## config.mk

```make
export PLATFORM = sky130hd
export DESIGN_NAME = peiu_ctrl
export DESIGN_NICKNAME = d
export VERILOG_FILES = /design/src/hdl/polygon_edge_intersection_unit_assert.svh /design/src/hdl/peiu_pkg.sv /design/src/hdl/peiu_ctrl.sv
export SDC_FILE = /design/constraint.sdc
export NUM_CORES = 1
export LEC_CHECK = 0
export BUFFER_PORTS_ARGS = -buffer_cell sky130_fd_sc_hd__buf_2
export CORE_UTILIZATION = 41
export DETAILED_ROUTE_END_ITERATION = 6
export GPL_TIMING_DRIVEN = 1
export PLACE_DENSITY_LB_ADDON = 0.12
export SKIP_CTS_REPAIR_TIMING = 1
export SYNTH_ARGS = -nofsm -noshare
export SYNTH_HDL_FRONTEND = slang
export SYNTH_SLANG_ARGS = --single-unit
```

## constraint.sdc

```tcl
create_clock -name clk -period 2.53 [get_ports clk]
set_input_delay 0.253 -clock clk [delete_from_list [all_inputs] [get_ports clk]]
set_output_delay 0.253 -clock clk [all_outputs]
set_load 0.05 [all_outputs]
```

## src/hdl/polygon_edge_intersection_unit_assert.svh

```systemverilog
// Assertion helpers for the polygon edge intersection unit.
// They expect clk and arst_n in scope.
`ifndef POLYGON_EDGE_INTERSECTION_UNIT_ASSERT_SVH
`define POLYGON_EDGE_INTERSECTION_UNIT_ASSERT_SVH

// consequent checked in the same cycle
`define PEIU_ASSERT_NOW(lbl, ante, cons, msg) \
	lbl: assert property (@(posedge clk) disable iff (!arst_n) (ante) |-> (cons)) \
		else $error(msg);

// consequent checked in the next cycle
`define PEIU_ASSERT_NEXT(lbl, ante, cons, msg) \
	lbl: assert property (@(posedge clk) disable iff (!arst_n) (ante) |=> (cons)) \
		else $error(msg);

`endif

```

## src/hdl/peiu_pkg.sv

```systemverilog
`timescale 1ns / 1ps

package peiu_pkg;

	localparam int MAX_VERTS = 16;
	localparam int IDX_W     = $clog2(MAX_VERTS);
	localparam int CNT_W     = $clog2(MAX_VERTS + 1);

	localparam int COORD_W = 16;
	localparam int VERT_W  = 2 * COORD_W;
	localparam int DIFF_W  = COORD_W + 1;
	localparam int PROD_W  = 2 * DIFF_W;
	localparam int CROSS_W = PROD_W + 1;

	typedef struct packed {
		logic                      operation;
		logic signed [COORD_W-1:0] vertex_x;
		logic signed [COORD_W-1:0] vertex_y;
		logic                      last;
	} req_t;

	typedef struct packed {
		logic hit;
		logic truncated;
	} res_t;

	typedef struct packed {
		logic signed [COORD_W-1:0] x;
		logic signed [COORD_W-1:0] y;
	} pt_t;

	// controller -> datapath
	typedef struct packed {
		logic             load;
		logic             rd_a_en;
		logic [IDX_W-1:0] rd_a_addr;
		logic             rd_b_en;
		logic [IDX_W-1:0] rd_b_addr;
		logic             cap_first;
		logic             cap_second;
		logic             shift_q;
		logic             finish;
		logic             check;
	} cmd_t;

	// datapath -> controller
	typedef struct packed {
		logic [CNT_W-1:0] count_a;
		logic [CNT_W-1:0] count_b;
		logic             edge_hit;
	} sts_t;

endpackage

```

## src/hdl/peiu_ctrl.sv

```systemverilog
`timescale 1ns / 1ps

module peiu_ctrl import peiu_pkg::*; (
	input  logic clk,
	input  logic arst_n,
	input  logic start,
	input  req_t request,
	input  sts_t sts,
	output cmd_t cmd,
	output logic busy,
	output logic done
);

	localparam logic [2:0] S_IDLE   = 3'd0;
	localparam logic [2:0] S_EMPTY  = 3'd1;
	localparam logic [2:0] S_FETCH0 = 3'd2;
	localparam logic [2:0] S_FETCH1 = 3'd3;
	localparam logic [2:0] S_CAPT   = 3'd4;
	localparam logic [2:0] S_MUL    = 3'd5;
	localparam logic [2:0] S_SUB    = 3'd6;
	localparam logic [2:0] S_CMP    = 3'd7;

	logic [2:0]       state_q, state_d;
	logic [IDX_W-1:0] i_q, i_d, j_q, j_d;
	logic             done_q, done_d;
	logic             accept;
	logic [CNT_W-1:0] i_nx, j_nx, j_nx2;
	logic [IDX_W-1:0] i_wrap, j_wrap, jn_wrap;

	assign busy   = (state_q != S_IDLE);
	assign done   = done_q;
	assign accept = start & ~busy;

	// successor indices with wrap to vertex 0 closing the polygon
	assign i_nx    = CNT_W'(i_q) + 1'b1;
	assign j_nx    = CNT_W'(j_q) + 1'b1;
	assign j_nx2   = j_nx + 1'b1;
	assign i_wrap  = (i_nx < sts.count_a) ? i_nx[IDX_W-1:0] : '0;
	assign j_wrap  = (j_nx < sts.count_b) ? j_nx[IDX_W-1:0] : '0;
	assign jn_wrap = (j_nx2 < sts.count_b) ? j_nx2[IDX_W-1:0] : '0;

	always_comb begin
		state_d  = state_q;
		i_d      = i_q;
		j_d      = j_q;
		done_d   = 1'b0;
		cmd      = '0;
		cmd.load = accept;
		case (state_q)
			S_IDLE: begin
				if (accept && request.operation && request.last) begin
					i_d     = '0;
					j_d     = '0;
					state_d = (sts.count_a == '0) ? S_EMPTY : S_FETCH0;
				end
			end
			S_EMPTY: begin
				cmd.finish = 1'b1;
				done_d     = 1'b1;
				state_d    = S_IDLE;
			end
			S_FETCH0: begin
				cmd.rd_a_en   = 1'b1;
				cmd.rd_a_addr = i_q;
				cmd.rd_b_en   = 1'b1;
				cmd.rd_b_addr = '0;
				state_d       = S_FETCH1;
			end
			S_FETCH1: begin
				cmd.cap_first = 1'b1;
				cmd.rd_a_en   = 1'b1;
				cmd.rd_a_addr = i_wrap;
				cmd.rd_b_en   = 1'b1;
				cmd.rd_b_addr = j_wrap;
				state_d       = S_CAPT;
			end
			S_CAPT: begin
				cmd.cap_second = 1'b1;
				state_d        = S_MUL;
			end
			S_MUL: begin
				state_d = S_SUB;
			end
			S_SUB: begin
				state_d = S_CMP;
			end
			S_CMP: begin
				if (sts.edge_hit) begin
					cmd.finish = 1'b1;
					cmd.check  = 1'b1;
					done_d     = 1'b1;
					state_d    = S_IDLE;
				end else if (j_nx < sts.count_b) begin
					j_d           = j_nx[IDX_W-1:0];
					cmd.shift_q   = 1'b1;
					cmd.rd_b_en   = 1'b1;
					cmd.rd_b_addr = jn_wrap;
					state_d       = S_CAPT;
				end else if (i_nx < sts.count_a) begin
					i_d     = i_nx[IDX_W-1:0];
					j_d     = '0;
					state_d = S_FETCH0;
				end else begin
					cmd.finish = 1'b1;
					cmd.check  = 1'b1;
					done_d     = 1'b1;
					state_d    = S_IDLE;
				end
			end
			default: begin
				state_d = S_IDLE;
			end
		endcase
	end

	always_ff @(posedge clk or negedge arst_n) begin
		if (!arst_n) begin
			state_q <= S_IDLE;
			i_q     <= '0;
			j_q     <= '0;
			done_q  <= 1'b0;
		end else begin
			state_q <= state_d;
			i_q     <= i_d;
			j_q     <= j_d;
			done_q  <= done_d;
		end
	end

endmodule

```

==> flow_summary.ini <==
[run_status]
outcome = complete, but fails checks
violations = DRC, setup timing

[place]
io_buffers = 33
gp_congestion = 0.847
place_area_um2 = 1730
post-place-ws_ps = -321
place_hpwl_mm = 2.65

[clocking]
path_clk_slew_ps = 80
numClockSinks = 12
numCtsBuffers = 3
cts_buffer_depth = 2
cts-root-buf = clkbuf_4
cts_tree = built
htree_levels = 1
insertion_delay_ps = 280

[power_and_ir_drop]
switching_share_pct = 51.8
p_int_mw = 1.29
peakVddDrop_v = 0.000946
switching_power_mw = 1.39
power_frac_clock_pct = 4.9
p_leak_nw = 1.01
p_comb_share_pct = 81.9
power.density_nw_per_um2 = 1300
p_seq_share_pct = 13.1

[routing]
wl_mm = 3.54
dr.pass1.iters = 6
detail-route-antenna-nets = 0
wl_per_cell_um = 14.2
drtIter0Drc = 69
vias_per_cell = 5.49
route.detailed.drc = 4
vias = 1368

[finish]
fillerInstances = 220
layout.nets = 283
drive_above_1_share_pct = 52.3
final_common_cell = buf_4
num_antenna_cells = 0
ff_latch_area_um2 = 303
layout_common_cells = buf_4, buf_2, inv_1, buf_6
postLayoutCoreUtil_pct = 72.8
multi_input_area_um2 = 1110
design_area_um2 = 2060
synthToLayoutAreaGrowth_pct = 65.4

[global_route]
grt_use_total_pct = 21.2
grt_remaining_overflow = 0
grt_max_degree = 16
antenna_found_initial = 0
grt_pass1_wl_mm = 5.45
grt_pass1_vias = 1252

[floorplanning]
die_w_um = 57.1
core_um2 = 2830
die_h_um = 57.1
rows = 19
start_util_pct = 44.1
dieArea_um2 = 3260
top_level_ports = 66

[yosys]
ys_ff_latch = 12
synthCells = 155
synth_cell_types = 37
ys_warn_count = 0
yosysSeqAreaShare_pct = 24.1
syn-num-nets = 219
netlist_area_um2 = 1250
avgSynthCellArea_um2 = 8.04

[setup_path]
end_kind = output port
critical_path.max_fanout = 4
r2r_cells = 12
reg2reg_slack_ps = 90
crit_arrival_ps = 2820
r2r_start = j_q[0]$_DFFE_PN0P_
path_class = flip-flop to output port
critPathLaunch = j_q[0]$_DFFE_PN0P_
timing.rr.end = done$_DFF_PN0_
cp.required_ps = 2280
startpoint_type = flip-flop

[sta]
worst_pin_slew_ps = 467
slew_violations = 0
setup_viol = 12
rsz0062_at_grt = true
layout_min_cycle_time_ps = 3070
clock.fmax_ghz = 0.325
fin_crit_sh_pct = 121
setup_ws_ps = -543
fin_skew_ps = 4.89
hold_violations = 0
slew-limit-headroom_pct = 68.9

[worst_hold_path]
hold_path.class = primary input to flip-flop
min_to = state_q[0]$_DFFE_PN0P_
hold_depth = 4
min_from = sts[6]

[flow_run]
maxCapViolCount = 0
## metrics by stage
step	hold WS (ps)	TNS, ps	instances	power, mW
after floorplan	-42.6	-238	155	1.67
after global placement	141	-858	236	2.15
after detailed placement	146	-1250	236	2.20
after CTS	-159	-4750	240	2.34
after global routing	339	-4620	249	2.87
final	314	-3370	249	2.68
## power by group through the flow
stage          Combinational, mW  Sequential [mW]  Clock, mW
2_1_floorplan               1.32            0.352          0
3_3_place_gp                1.81            0.341          0
3_5_place_dp                1.86            0.344          0
4_1_cts                     1.86            0.341      0.133
5_1_grt                     2.36            0.368      0.142
6_report                    2.20            0.352      0.133
## layer usage
layer | GRT usage, % | wire length (um)
met1 | 28.4 | 1530
met2 | 36.6 | 1820
met3 | 3.17 | 180
met4 | 3.83 | 11
met5 | 0 | 0
## worst max path at each step
| stage | end | slack, ps | depth (start not counted) |
|---|---|---|---|
| 3_3_place_gp | cmd[6] | -250 | 11 |
| 2_1_floorplan | cmd[6] | -150 | 9 |
| 4_1_cts | cmd[6] | -640 | 10 |
| 3_5_place_dp | cmd[6] | -320 | 10 |
| 6_report | cmd[6] | -540 | 12 |
| 5_1_grt | cmd[6] | -650 | 12 |
## flip-flops by register name, indices dropped and copies added, names as in the netlist
register,cells
done,1
j_q,4
state_q,3
i_q,4
## worst max-delay path: stages, from the launching register on
cell and delay, ps:
dfrtp_1 430, buf_6 140, inv_4 30, ha_4 290, inv_2 60, nand3_2 70, xor2_2 220, ha_1 270
o21a_1 200, a211oi_4 340, nand2_2 140, a31oi_4 150, buf_6 180
## logic make-up after synthesis
logic type	count (synthesis)	synth area share, %
flops	12	24.1
fa+ha+maj	16	16.1
buf+inv	24	8.73
simple gates	50	19.7
xor+xnor	6	4.22
mux	1	0.803
compound gates	46	26.4
## final cells by class
class	instances	area share (%)
Sequential cell	12	14.7
Inverter	17	3.22
Tap cell	31	1.88
Timing Repair Buffer	66	25.1
Multi-Input combinational cell	119	53.8
Clock buffer	4	1.28
## synthesized netlist by cell type, drive strengths merged
master,number,share of area [%]
buf,6,3.3
nor4,1,0.50
a21oi,13,5.2
and2,2,1.0
a31o,1,0.70
o211a,1,0.80
clkbuf,1,0.30
inv,17,5.1
a21o,5,3.0
xnor2,2,1.4
and3,4,2.0
ha,16,16
o21ai,6,2.4
nand3b,1,0.60
a22oi,1,0.60
a31oi,4,2.0
o211ai,1,1.7
o31ai,1,0.60
dfrtp,12,24
o2bb2ai,1,0.70
nand2,15,4.5
o21a,4,2.4
nor3b,2,1.2
a211o,1,0.70
a32o,3,2.4
mux2i,1,0.80
a211oi,1,1.6
nor3,3,1.2
nand2b,6,3.0
o22ai,3,1.5
nand3,6,2.4
xor2,4,2.8
nor2,10,3.2
Note: power is estimated with default switching activity, not from simulation.
